==> config.mk <==
export PLATFORM = sky130hd
export DESIGN_NAME = sorted_record_table_unit
export DESIGN_NICKNAME = d
export VERILOG_FILES = /design/src/hw/rtl/srt_pkg.sv /design/src/hw/rtl/srt_ram.sv /design/src/hw/rtl/srt_cmp.sv /design/src/hw/rtl/sorted_record_table_unit.sv
export SDC_FILE = /design/constraint.sdc
export NUM_CORES = 1
export LEC_CHECK = 0
export BUFFER_PORTS_ARGS = -buffer_cell sky130_fd_sc_hd__buf_2
export CAP_MARGIN = 5
export CORE_MARGIN = 8
export CORE_UTILIZATION = 65
export DETAILED_ROUTE_END_ITERATION = 10
export GPL_TIMING_DRIVEN = 0
export PLACE_DENSITY_LB_ADDON = 0.1
export SLEW_MARGIN = 20
export SYNTH_ARGS = -nofsm -noshare
export SYNTH_HDL_FRONTEND = slang
export SYNTH_HIERARCHICAL = 1
export SYNTH_SLANG_ARGS = --single-unit
==> constraint.sdc <==
create_clock -name i_clk -period 8.2 [get_ports i_clk]
set_input_delay 1.23 -clock i_clk [delete_from_list [all_inputs] [get_ports i_clk]]
set_output_delay 1.23 -clock i_clk [all_outputs]
set_load 0.005 [all_outputs]
==> src/hw/rtl/srt_pkg.sv <==
// Shared types, sizes and codes for the sorted record table.
package srt_pkg;

    // Table sizing
    localparam int TABLE_DEPTH = 16;
    localparam int KEY_BITS    = 16;

    // Fixed port field widths
    localparam int ACT_W   = 2;
    localparam int STAT_W  = 2;
    localparam int KEYP_W  = 16;
    localparam int STOPS_W = 8;
    localparam int TIME_W  = 16;
    localparam int ENT_W   = 5;

    // Derived widths: stored key keeps only the key bits the port can carry
    localparam int KEY_W = (KEY_BITS < KEYP_W) ? KEY_BITS : KEYP_W;
    localparam int IDX_W = $clog2(TABLE_DEPTH);
    localparam int CNT_W = $clog2(TABLE_DEPTH + 1);
    localparam int REC_W = KEY_W + STOPS_W + TIME_W;

    // Action codes
    localparam logic [ACT_W-1:0] ACT_INSERT = 2'd0;
    localparam logic [ACT_W-1:0] ACT_DELETE = 2'd1;
    localparam logic [ACT_W-1:0] ACT_DUMP   = 2'd2;

    // Status codes
    localparam logic [STAT_W-1:0] ST_OK       = 2'd0;
    localparam logic [STAT_W-1:0] ST_FULL     = 2'd1;
    localparam logic [STAT_W-1:0] ST_NOTFOUND = 2'd2;
    localparam logic [STAT_W-1:0] ST_EMPTY    = 2'd3;

    // One stored record
    typedef struct packed {
        logic [KEY_W-1:0]   key;
        logic [STOPS_W-1:0] stops;
        logic [TIME_W-1:0]  ride;
    } t_rec;

    // Operands of the shared key compare unit
    typedef struct packed {
        logic [KEY_W-1:0] a;
        logic [KEY_W-1:0] b;
    } t_cmp_in;

    // Flags from the shared key compare unit
    typedef struct packed {
        logic lt;
        logic eq;
    } t_cmp_out;

endpackage

==> src/hw/rtl/srt_ram.sv <==
// Generic single-write, single-read RAM with registered read data.
module srt_ram #(
    parameter int WIDTH = 8,
    parameter int DEPTH = 16
) (
    input  logic                     i_clk,
    input  logic                     i_we,
    input  logic [$clog2(DEPTH)-1:0] i_waddr,
    input  logic [WIDTH-1:0]         i_wdata,
    input  logic [$clog2(DEPTH)-1:0] i_raddr,
    output logic [WIDTH-1:0]         o_rdata
);

    logic [WIDTH-1:0] r_mem [DEPTH];
    logic [WIDTH-1:0] r_rdata;

    // Write port and registered read port
    always_ff @(posedge i_clk) begin
        if (i_we) begin
            r_mem[i_waddr] <= i_wdata;
        end
        r_rdata <= r_mem[i_raddr];
    end

    assign o_rdata = r_rdata;

endmodule

==> src/hw/rtl/srt_cmp.sv <==
// Shared key compare unit used by every scan step.
module srt_cmp (
    input  srt_pkg::t_cmp_in  i_op,
    output srt_pkg::t_cmp_out o_res
);

    // a < b drives the insert scan, a == b the delete scan
    always_comb begin
        o_res.lt = (i_op.a < i_op.b);
        o_res.eq = (i_op.a == i_op.b);
    end

endmodule

==> src/hw/rtl/sorted_record_table_unit.sv <==
// Sorted record table: sequencer over one record RAM and one key compare unit.
//
//  channel  | ports                                         | handshake
//  ---------+-----------------------------------------------+--------------------------
//  command  | i_action i_key i_stop_count i_ride_time        | taken on start && !busy
//  result   | o_status o_out_key o_out_stops o_out_time      | o_valid, one cycle each
//           | o_entries_held o_last                          |
//
//  Entries are handled one at a time: insert scans the entries below the new key, shifts
//  the rest up and writes the new record; delete scans through the match and shifts the
//  entries above it down; a delete miss scans every held entry; dump reads and returns each
//  held entry. Full insert, empty dump and code 3 go straight to the result. busy drops
//  after the last result; reset (synchronous, active low) empties the table. The result
//  side cannot stall: each word stands one cycle.
module sorted_record_table_unit (
    input  logic                         i_clk,
    input  logic                         i_rst_n,
    input  logic                         start,
    output logic                         busy,
    input  logic [srt_pkg::ACT_W-1:0]    i_action,
    input  logic [srt_pkg::KEYP_W-1:0]   i_key,
    input  logic [srt_pkg::STOPS_W-1:0]  i_stop_count,
    input  logic [srt_pkg::TIME_W-1:0]   i_ride_time,
    output logic                         o_valid,
    output logic [srt_pkg::STAT_W-1:0]   o_status,
    output logic [srt_pkg::KEYP_W-1:0]   o_out_key,
    output logic [srt_pkg::STOPS_W-1:0]  o_out_stops,
    output logic [srt_pkg::TIME_W-1:0]   o_out_time,
    output logic [srt_pkg::ENT_W-1:0]    o_entries_held,
    output logic                         o_last
);

    // Sequencer states
    localparam logic [3:0] S_IDLE     = 4'd0;
    localparam logic [3:0] S_SCAN_RD  = 4'd1;
    localparam logic [3:0] S_SCAN_CMP = 4'd2;
    localparam logic [3:0] S_INS_RD   = 4'd3;
    localparam logic [3:0] S_INS_WR   = 4'd4;
    localparam logic [3:0] S_INS_NEW  = 4'd5;
    localparam logic [3:0] S_DEL_RD   = 4'd6;
    localparam logic [3:0] S_DEL_WR   = 4'd7;
    localparam logic [3:0] S_DUMP_RD  = 4'd8;
    localparam logic [3:0] S_DUMP_OUT = 4'd9;
    localparam logic [3:0] S_DONE     = 4'd10;

    localparam logic [srt_pkg::CNT_W-1:0] FULL_CNT = srt_pkg::CNT_W'(srt_pkg::TABLE_DEPTH);
    localparam logic [srt_pkg::CNT_W-1:0] ONE_CNT  = srt_pkg::CNT_W'(1);

    logic [3:0]                       r_state,  n_state;
    logic [srt_pkg::CNT_W-1:0]        r_fill,   n_fill;
    logic [srt_pkg::CNT_W-1:0]        r_idx,    n_idx;
    logic [srt_pkg::CNT_W-1:0]        r_pos,    n_pos;
    logic [srt_pkg::STAT_W-1:0]       r_status, n_status;
    logic [srt_pkg::ACT_W-1:0]        r_action;
    srt_pkg::t_rec                    r_rec;

    logic                             w_accept;
    logic [srt_pkg::CNT_W-1:0]        w_idx_dn;
    logic [srt_pkg::CNT_W-1:0]        w_idx_up;
    logic                             w_we;
    logic [srt_pkg::IDX_W-1:0]        w_waddr;
    srt_pkg::t_rec                    w_wdata;
    logic [srt_pkg::IDX_W-1:0]        w_raddr;
    srt_pkg::t_rec                    w_rdata;
    srt_pkg::t_cmp_in                 w_cmp_in;
    srt_pkg::t_cmp_out                w_cmp_out;
    logic                             w_dump_last;

    assign busy     = (r_state != S_IDLE);
    assign w_accept = start && !busy;
    assign w_idx_dn = r_idx - ONE_CNT;
    assign w_idx_up = r_idx + ONE_CNT;
    assign w_dump_last = (w_idx_up == r_fill);

    // Record storage
    srt_ram #(
        .WIDTH (srt_pkg::REC_W),
        .DEPTH (srt_pkg::TABLE_DEPTH)
    ) u_ram (
        .i_clk   (i_clk),
        .i_we    (w_we),
        .i_waddr (w_waddr),
        .i_wdata (w_wdata),
        .i_raddr (w_raddr),
        .o_rdata (w_rdata)
    );

    // Shared compare: stored key against command key
    assign w_cmp_in.a = w_rdata.key;
    assign w_cmp_in.b = r_rec.key;

    srt_cmp u_cmp (
        .i_op  (w_cmp_in),
        .o_res (w_cmp_out)
    );

    // Sequencer
    always_comb begin
        n_state  = r_state;
        n_fill   = r_fill;
        n_idx    = r_idx;
        n_pos    = r_pos;
        n_status = r_status;
        w_we     = 1'b0;
        w_waddr  = r_idx[srt_pkg::IDX_W-1:0];
        w_wdata  = w_rdata;
        w_raddr  = r_idx[srt_pkg::IDX_W-1:0];

        case (r_state)
            S_IDLE: begin
                n_idx    = '0;
                n_status = srt_pkg::ST_OK;
                if (w_accept) begin
                    case (i_action)
                        srt_pkg::ACT_INSERT: begin
                            if (r_fill == FULL_CNT) begin
                                n_status = srt_pkg::ST_FULL;
                                n_state  = S_DONE;
                            end else begin
                                n_state = S_SCAN_RD;
                            end
                        end
                        srt_pkg::ACT_DELETE: n_state = S_SCAN_RD;
                        srt_pkg::ACT_DUMP: begin
                            if (r_fill == '0) begin
                                n_status = srt_pkg::ST_EMPTY;
                                n_state  = S_DONE;
                            end else begin
                                n_state = S_DUMP_RD;
                            end
                        end
                        default: n_state = S_DONE;
                    endcase
                end
            end
            // Scan: read entry, then compare it
            S_SCAN_RD: begin
                if (r_idx == r_fill) begin
                    if (r_action == srt_pkg::ACT_INSERT) begin
                        n_pos   = r_idx;
                        n_idx   = r_fill;
                        n_state = S_INS_RD;
                    end else begin
                        n_status = srt_pkg::ST_NOTFOUND;
                        n_state  = S_DONE;
                    end
                end else begin
                    n_state = S_SCAN_CMP;
                end
            end
            S_SCAN_CMP: begin
                if (r_action == srt_pkg::ACT_INSERT) begin
                    if (!w_cmp_out.lt) begin
                        n_pos   = r_idx;
                        n_idx   = r_fill;
                        n_state = S_INS_RD;
                    end else begin
                        n_idx   = w_idx_up;
                        n_state = S_SCAN_RD;
                    end
                end else begin
                    if (w_cmp_out.eq) begin
                        n_state = S_DEL_RD;
                    end else begin
                        n_idx   = w_idx_up;
                        n_state = S_SCAN_RD;
                    end
                end
            end
            // Insert: move entries up one place from the top down to pos
            S_INS_RD: begin
                w_raddr = w_idx_dn[srt_pkg::IDX_W-1:0];
                if (r_idx == r_pos) begin
                    n_state = S_INS_NEW;
                end else begin
                    n_state = S_INS_WR;
                end
            end
            S_INS_WR: begin
                w_we    = 1'b1;
                n_idx   = w_idx_dn;
                n_state = S_INS_RD;
            end
            S_INS_NEW: begin
                w_we    = 1'b1;
                w_waddr = r_pos[srt_pkg::IDX_W-1:0];
                w_wdata = r_rec;
                n_fill  = r_fill + ONE_CNT;
                n_state = S_DONE;
            end
            // Delete: move entries above the match down one place
            S_DEL_RD: begin
                w_raddr = w_idx_up[srt_pkg::IDX_W-1:0];
                if (w_idx_up >= r_fill) begin
                    n_fill  = r_fill - ONE_CNT;
                    n_state = S_DONE;
                end else begin
                    n_state = S_DEL_WR;
                end
            end
            S_DEL_WR: begin
                w_we    = 1'b1;
                n_idx   = w_idx_up;
                n_state = S_DEL_RD;
            end
            // Dump: one entry per read and result pair
            S_DUMP_RD: n_state = S_DUMP_OUT;
            S_DUMP_OUT: begin
                if (w_dump_last) begin
                    n_state = S_IDLE;
                end else begin
                    n_idx   = w_idx_up;
                    n_state = S_DUMP_RD;
                end
            end
            S_DONE:  n_state = S_IDLE;
            default: n_state = S_IDLE;
        endcase
    end

    // Control registers
    always_ff @(posedge i_clk) begin
        if (!i_rst_n) begin
            r_state <= S_IDLE;
            r_fill  <= '0;
        end else begin
            r_state <= n_state;
            r_fill  <= n_fill;
        end
    end

    // Working registers and latched command word
    always_ff @(posedge i_clk) begin
        r_idx    <= n_idx;
        r_pos    <= n_pos;
        r_status <= n_status;
        if (w_accept) begin
            r_action    <= i_action;
            r_rec.key   <= i_key[srt_pkg::KEY_W-1:0];
            r_rec.stops <= i_stop_count;
            r_rec.ride  <= i_ride_time;
        end
    end

    // Result word
    always_comb begin
        o_valid        = 1'b0;
        o_status       = r_status;
        o_out_key      = '0;
        o_out_stops    = '0;
        o_out_time     = '0;
        o_entries_held = srt_pkg::ENT_W'(r_fill);
        o_last         = 1'b0;
        if (r_state == S_DONE) begin
            o_valid = 1'b1;
            o_last  = 1'b1;
        end else if (r_state == S_DUMP_OUT) begin
            o_valid     = 1'b1;
            o_status    = srt_pkg::ST_OK;
            o_out_key   = srt_pkg::KEYP_W'(w_rdata.key);
            o_out_stops = w_rdata.stops;
            o_out_time  = w_rdata.ride;
            o_last      = w_dump_last;
        end
    end

    // Checks
    a_valid_busy: assert property (@(posedge i_clk) disable iff (!i_rst_n)
        o_valid |-> busy)
        else $error("result word outside a command");

    a_accept_busy: assert property (@(posedge i_clk) disable iff (!i_rst_n)
        (start && !busy) |=> busy)
        else $error("command taken but sequencer stayed idle");

    a_last_idle: assert property (@(posedge i_clk) disable iff (!i_rst_n)
        (o_valid && o_last) |=> !busy)
        else $error("sequencer still busy after final result");

    a_fill_range: assert property (@(posedge i_clk) disable iff (!i_rst_n)
        r_fill <= FULL_CNT)
        else $error("fill count beyond table depth");

    a_full_status: assert property (@(posedge i_clk) disable iff (!i_rst_n)
        (o_valid && (o_status == srt_pkg::ST_FULL)) |-> (r_fill == FULL_CNT))
        else $error("full status with room left");

endmodule

; Word level (Yosys, flattened, before mapping)
; Memory sizes are Yosys's and may differ from the RTL's. A register that Yosys moved wholly into a read port is not among the register bits.
; Index checks and enable logic that the tools add are counted.
[op_classes]
addsub = 4
magnitude_cmp = 2
eq_ne = 26
mux = 52
n_reduce_logical = 16
[op_table]
columns = operator, n
row1 = 2-to-1 mux 16 bit, 4
row2 = 2-to-1 mux 5 bit, 11
row3 = 2-to-1 mux 40 bit, 1
row4 = one-hot mux 4 bit (10 select lines), 1
row5 = 2-to-1 mux 4 bit, 8
row6 = one-hot mux 5 bit (6 select lines), 1
row7 = one-hot mux 5 bit (2 select lines), 2
row8 = == test 16 bit, 1
row9 = "== test 4 x 3 -> 1 bit, second input constant", 4
row10 = less-than comparator 16 bit, 1
row11 = 2-to-1 mux 2 bit, 8
row12 = 2-to-1 mux 8 bit, 2
row13 = "inequality test 2 bit, second input constant", 8
row14 = == test 5 bit, 3
row15 = "== test 4 bit, second input constant", 3
row16 = one-hot mux 4 bit (3 select lines), 1
row17 = "adder 5 x 1 -> 5 bit, second input constant", 2
row18 = AND reduction 5 bit, 2
row19 = "subtractor 5 x 1 -> 5 bit, second input constant", 2
row20 = 2-to-1 mux 1 bit, 9
row21 = "== test 4 x 2 -> 1 bit, second input constant", 2
row22 = one-hot mux 2 bit (2 select lines), 2
row23 = one-hot mux 4 bit (2 select lines), 1
row24 = nonzero test 2 bit, 3
row25 = 17 further kinds, 18
[word_totals]
register_bits = 63
ram_bits = 640
input_bits = 45
out_inout_bits = 50
word_cells = 110
mem_count = 1
[mem_list]
columns = name, depth, word_bits, rd, rd_clocked_by_memory_dff, write_ports, line
row1 = u_ram.r_mem, 16, 40, 1, 1, 1, srt_ram.sv:14  ; logic [WIDTH-1:0] r_mem [DEPTH];

; Longest topological paths before layout
[depth]
depth_word = 5
ltp_mapped = 12

; Cells and area by module
; The synthesis kept the hierarchy.
[modules_own_cells]
columns = mod, n_inst, cells_each, area_per_inst_um2, seq_area_each_um2
row1 = srt_ram, 1, 1040, 25131.6, 20019.2
row2 = sorted_record_table_unit, 1, 440, 3862.5, 1801.7
row3 = srt_cmp, 1, 55, 405.4, 0.0

; Least setup slack after synthesis
; Ideal clock, no wire load.
[synth_path]
kind = flip-flop to flip-flop
startpoint = register r_state[0]
endpoint = memory u_ram/r_mem[0][0] in the netlist's numbering (enable)
arrival_time_ns = 4.576
required_time_ns = 7.713
setup_slack_ns = 3.137
path_stages_with_launch = 8
period_less_slack_ns = 5.063
cell_sequence = dfxtp_1 clkbuf_1 nand3_2 clkbuf_1 nand2_1 nand2_1 or3b_2 nor3_1
[synth_between]
word_cells_on_any_way = 8
classes_between = eq/ne: 3 / mux: 4 / reduce/logical: 1
[synth_rtl]
columns = item, line
row1 = from (decl), sorted_record_table_unit.sv:49  ; logic [3:0] r_state, n_state;
row2 = from (signal assigned), sorted_record_table_unit.sv:227  ; r_state <= n_state;
row3 = == test 4 x 3 -> 1 bit, sorted_record_table_unit.sv:109  ; case (r_state)
row4 = 2-to-1 mux 4 bit, sorted_record_table_unit.sv:109
row5 = net w_waddr (one bit), sorted_record_table_unit.sv:61  ; logic [srt_pkg::IDX_W-1:0] w_waddr;
row6 = to (decl), srt_ram.sv:14
; The timed path passes the listed nets, and every way through them passes these cells.

; Worst setup path in the final report
[layout_path]
startpoint = register r_state[3]
endpoint = memory u_ram/r_mem[12][12] in the netlist's numbering (enable)
; The elaborated chain is that of the path after synthesis.

==> impl_metrics.ini <==
[run_status]
status = finished clean

[sta]
hold_violations = 0
final.setup.tns_ns = 0
drv_slew = 0
setup_violations = 0
finClkSkew_ns = 0.02514
timing.final.crit_share = 0.5335
rsz0062_at_grt = false
period_needed_ns = 4.375
worst_pin_slew_ns = 1.041
relSlewSlack = 0.2985
fmax_mhz = 228.6

[die]
io_pins = 95
floorplan.initialDensity = 0.6535
core_mm2 = 0.04499
fp.dieH_um = 228.7
die_w_um = 228.7
rows = 78
fp.dieArea_mm2 = 0.05229

[power]
p_switching_mw = 3.456
ir_worst_vdd_mv = 0.2223
p_comb_frac = 0.280
power_mw = 11.50
p_leak_nw = 11.67
intPower_mw = 8.047
seq_power_share = 0.435
power.switching_fraction = 0.3004
power_density_mw_per_mm2 = 338.1
power_frac_clock = 0.285

[clock_tree]
ctsHoldBuffers = 0
cts_tree = yes
clockBufferDepth = 3
h-tree-depth = 3
post_cts_buffers = 0
clock_latency_ns = 0.60
cts_resized = 0
cts_buffers = 72
cts_root_buffer = clkbuf_16
clock-sinks = 743
clkTransAtPathRegs_ns = 0.06

[detailed_routing]
routedWlPerCell_um = 28.49
drtIter0Drc = 1831
viasPerCell = 6.467
first_pass_iters = 5
ant_nets = 0
wirelength_um = 68840
drc = 0
via_count = 15624

[synthesis]
synth_edf_count = 694
yosysWarnings = 6
yosys.cell_types.count = 63
synth_area_leader_cell = edfxtp_1
synth_cells = 1535
ys_ff_latch = 743
synth_top_cell_area_share = 0.7089
synth_top_flop_cell = edfxtp_1
synthTopCellsByArea = edfxtp_1 (71%), mux4_2 (7.7%), mux4_1 (5.4%)
synthArstFlopShare = 0
syn_area_mm2 = 0.02940
avgSynthCellArea_um2 = 19.15
ys_seq_area_frac = 0.7422
synthesis.nets = 1607

[final_layout]
drive_above_1_share = 0.2320
fill_cells = 2508
fin_util = 0.7562
nNetsFinal = 1831
area_growth_pct = 15.73

[run]
cap_violations = 0

[place]
dp_hpwl_um = 43680
numPortBuffers = 94
gp_congestion = 0.8812

[critical_path]
worst_setup_path_end_kind = flip-flop
crit_arrival_ns = 4.68
path_class = flip-flop to flip-flop
crit_path_max_fanout = 10
cp-start-kind = flip-flop
worstPathRequired_ns = 8.50

[global_route]
grt_max_degree = 28
track_usage = 0.2618
grt_pass1_wl_um = 100800
first_global_vias = 15916
grt_overflow = 0
antenna_found_initial = 0

[min_path]
holdCritPathClass = flip-flop to flip-flop
power by group through the flow:
| stage | sequential (mW) | combinational [mW] | clock [mW] |
|---|---|---|---|
| 6_report | 5.01 | 3.22 | 3.27 |
| 5_1_grt | 5.02 | 3.44 | 3.44 |
| 4_1_cts | 5.00 | 3.21 | 3.32 |
| 2_1_floorplan | 5.01 | 2.22 | 0 |
| 3_3_place_gp | 5.08 | 3.06 | 0 |
| 3_5_place_dp | 5.08 | 3.20 | 0 |
worst max-delay path, stage by stage, from the launching register on:
cell      delay, ns
dfxtp_1        0.35
buf_2          0.21
nor3_2         0.76
clkbuf_1       0.64
nand2_1        0.12
nand2_1        0.14
nand3_1        0.32
nor3_2         0.66
buf_4          0.29
buf_4          0.17
buf_4          0.21
buf_4          0.19
metrics by stage:
| stage | hold slack, ns | cells | cell area [um2] | worst slack (ns) |
|---|---|---|---|---|
| CTS | 0.4526 | 2415 | 34020 | 3.888 |
| detailed placement | 0.4490 | 2285 | 31680 | 3.947 |
| finish | 0.4540 | 2416 | 34020 | 3.825 |
| floorplan | 0.4206 | 1535 | 29400 | 3.137 |
| global placement | 0.4329 | 2229 | 30620 | -1.129 |
| global route | 0.5075 | 2415 | 34020 | 3.698 |
path summary, 6_finish.rpt:
| check | start | endpoint | slack, ns | cells after the start |
|---|---|---|---|---|
| min reg2reg | r_idx[3]$_DFFE_PP_ | r_pos[3]$_DFFE_PP_ | 0.45 | 0 |
| max reg2reg | r_state[3]$_SDFFE_PN0P_ | u_ram/r_mem[12][12]$_DFFE_PP_ | 3.82 | 11 |
| max | r_state[3]$_SDFFE_PN0P_ | u_ram/r_mem[12][12]$_DFFE_PP_ | 3.82 | 11 |
| min | r_idx[3]$_DFFE_PP_ | r_pos[3]$_DFFE_PP_ | 0.45 | 0 |
area by class of cell:
| type | instances | area [um2] | share of cell area |
|---|---|---|---|
| inverter | 29 | 108.9 | 0.003199 |
| multi-input combinational | 687 | 7084 | 0.2082 |
| antenna | 1 | 2.502 | 0.00007355 |
| timing repair buffer | 150 | 1418 | 0.04167 |
| clock inverter | 36 | 331.6 | 0.009746 |
| clock buffer | 94 | 2008 | 0.05902 |
| tap | 600 | 750.7 | 0.02207 |
| sequential | 743 | 21820 | 0.6414 |
| buffer | 76 | 498.0 | 0.01464 |
logic make-up after synthesis:
group           Yosys count  share of synthesized area
flops                   743                     0.7422
xor+xnor                 20                   0.005958
compound gates          146                    0.03579
simple gates            332                    0.05273
fa+ha+maj                27                    0.01175
mux                     162                     0.1309
buf+inv                 105                    0.02064
state kept, by name (all words and copies together) (netlist names):
name / count
r_pos: 5
r_rec: 40
r_status: 2
u_ram/r_mem: 640
u_ram/o_rdata: 40
r_state: 4
r_idx: 5
r_action: 2
o_entries_held: 5
cells in the final DEF, fill, tap and decap left out, drive strengths merged, types with 14 or more instances in the layout:
| cell type | netlist | layout |
|---|---|---|
| a21oi | 21 | 21 |
| dfxtp | 49 | 49 |
| nand3 | 14 | 14 |
| clkbuf | 42 | 136 |
| and2 | 44 | 44 |
| clkinv | 0 | 25 |
| nand2 | 187 | 187 |
| ha | 26 | 26 |
| buf | 34 | 184 |
| edfxtp | 694 | 694 |
| nor3 | 16 | 16 |
| mux4 | 160 | 160 |
| a22oi | 82 | 82 |
| nor2 | 31 | 31 |
| inv | 29 | 32 |
synth_stat cells (all sizes together), types with 16 or more instances:
master and number:
edfxtp 694, nand2 187, mux4 160, a22oi 82, dfxtp 49, and2 44, clkbuf 42, buf 34
nor2 31, inv 29, ha 26, a21oi 21, nor3 16
per-layer routing:
metal	GRT usage	wire, um	part of all wire
met1	0.3561	27220	0.40
met2	0.4159	32880	0.48
met3	0.06019	6459	0.094
met4	0.09765	2271	0.033
met5	0	0	0
No activity file was read; power rests on OpenSTA's default activity.
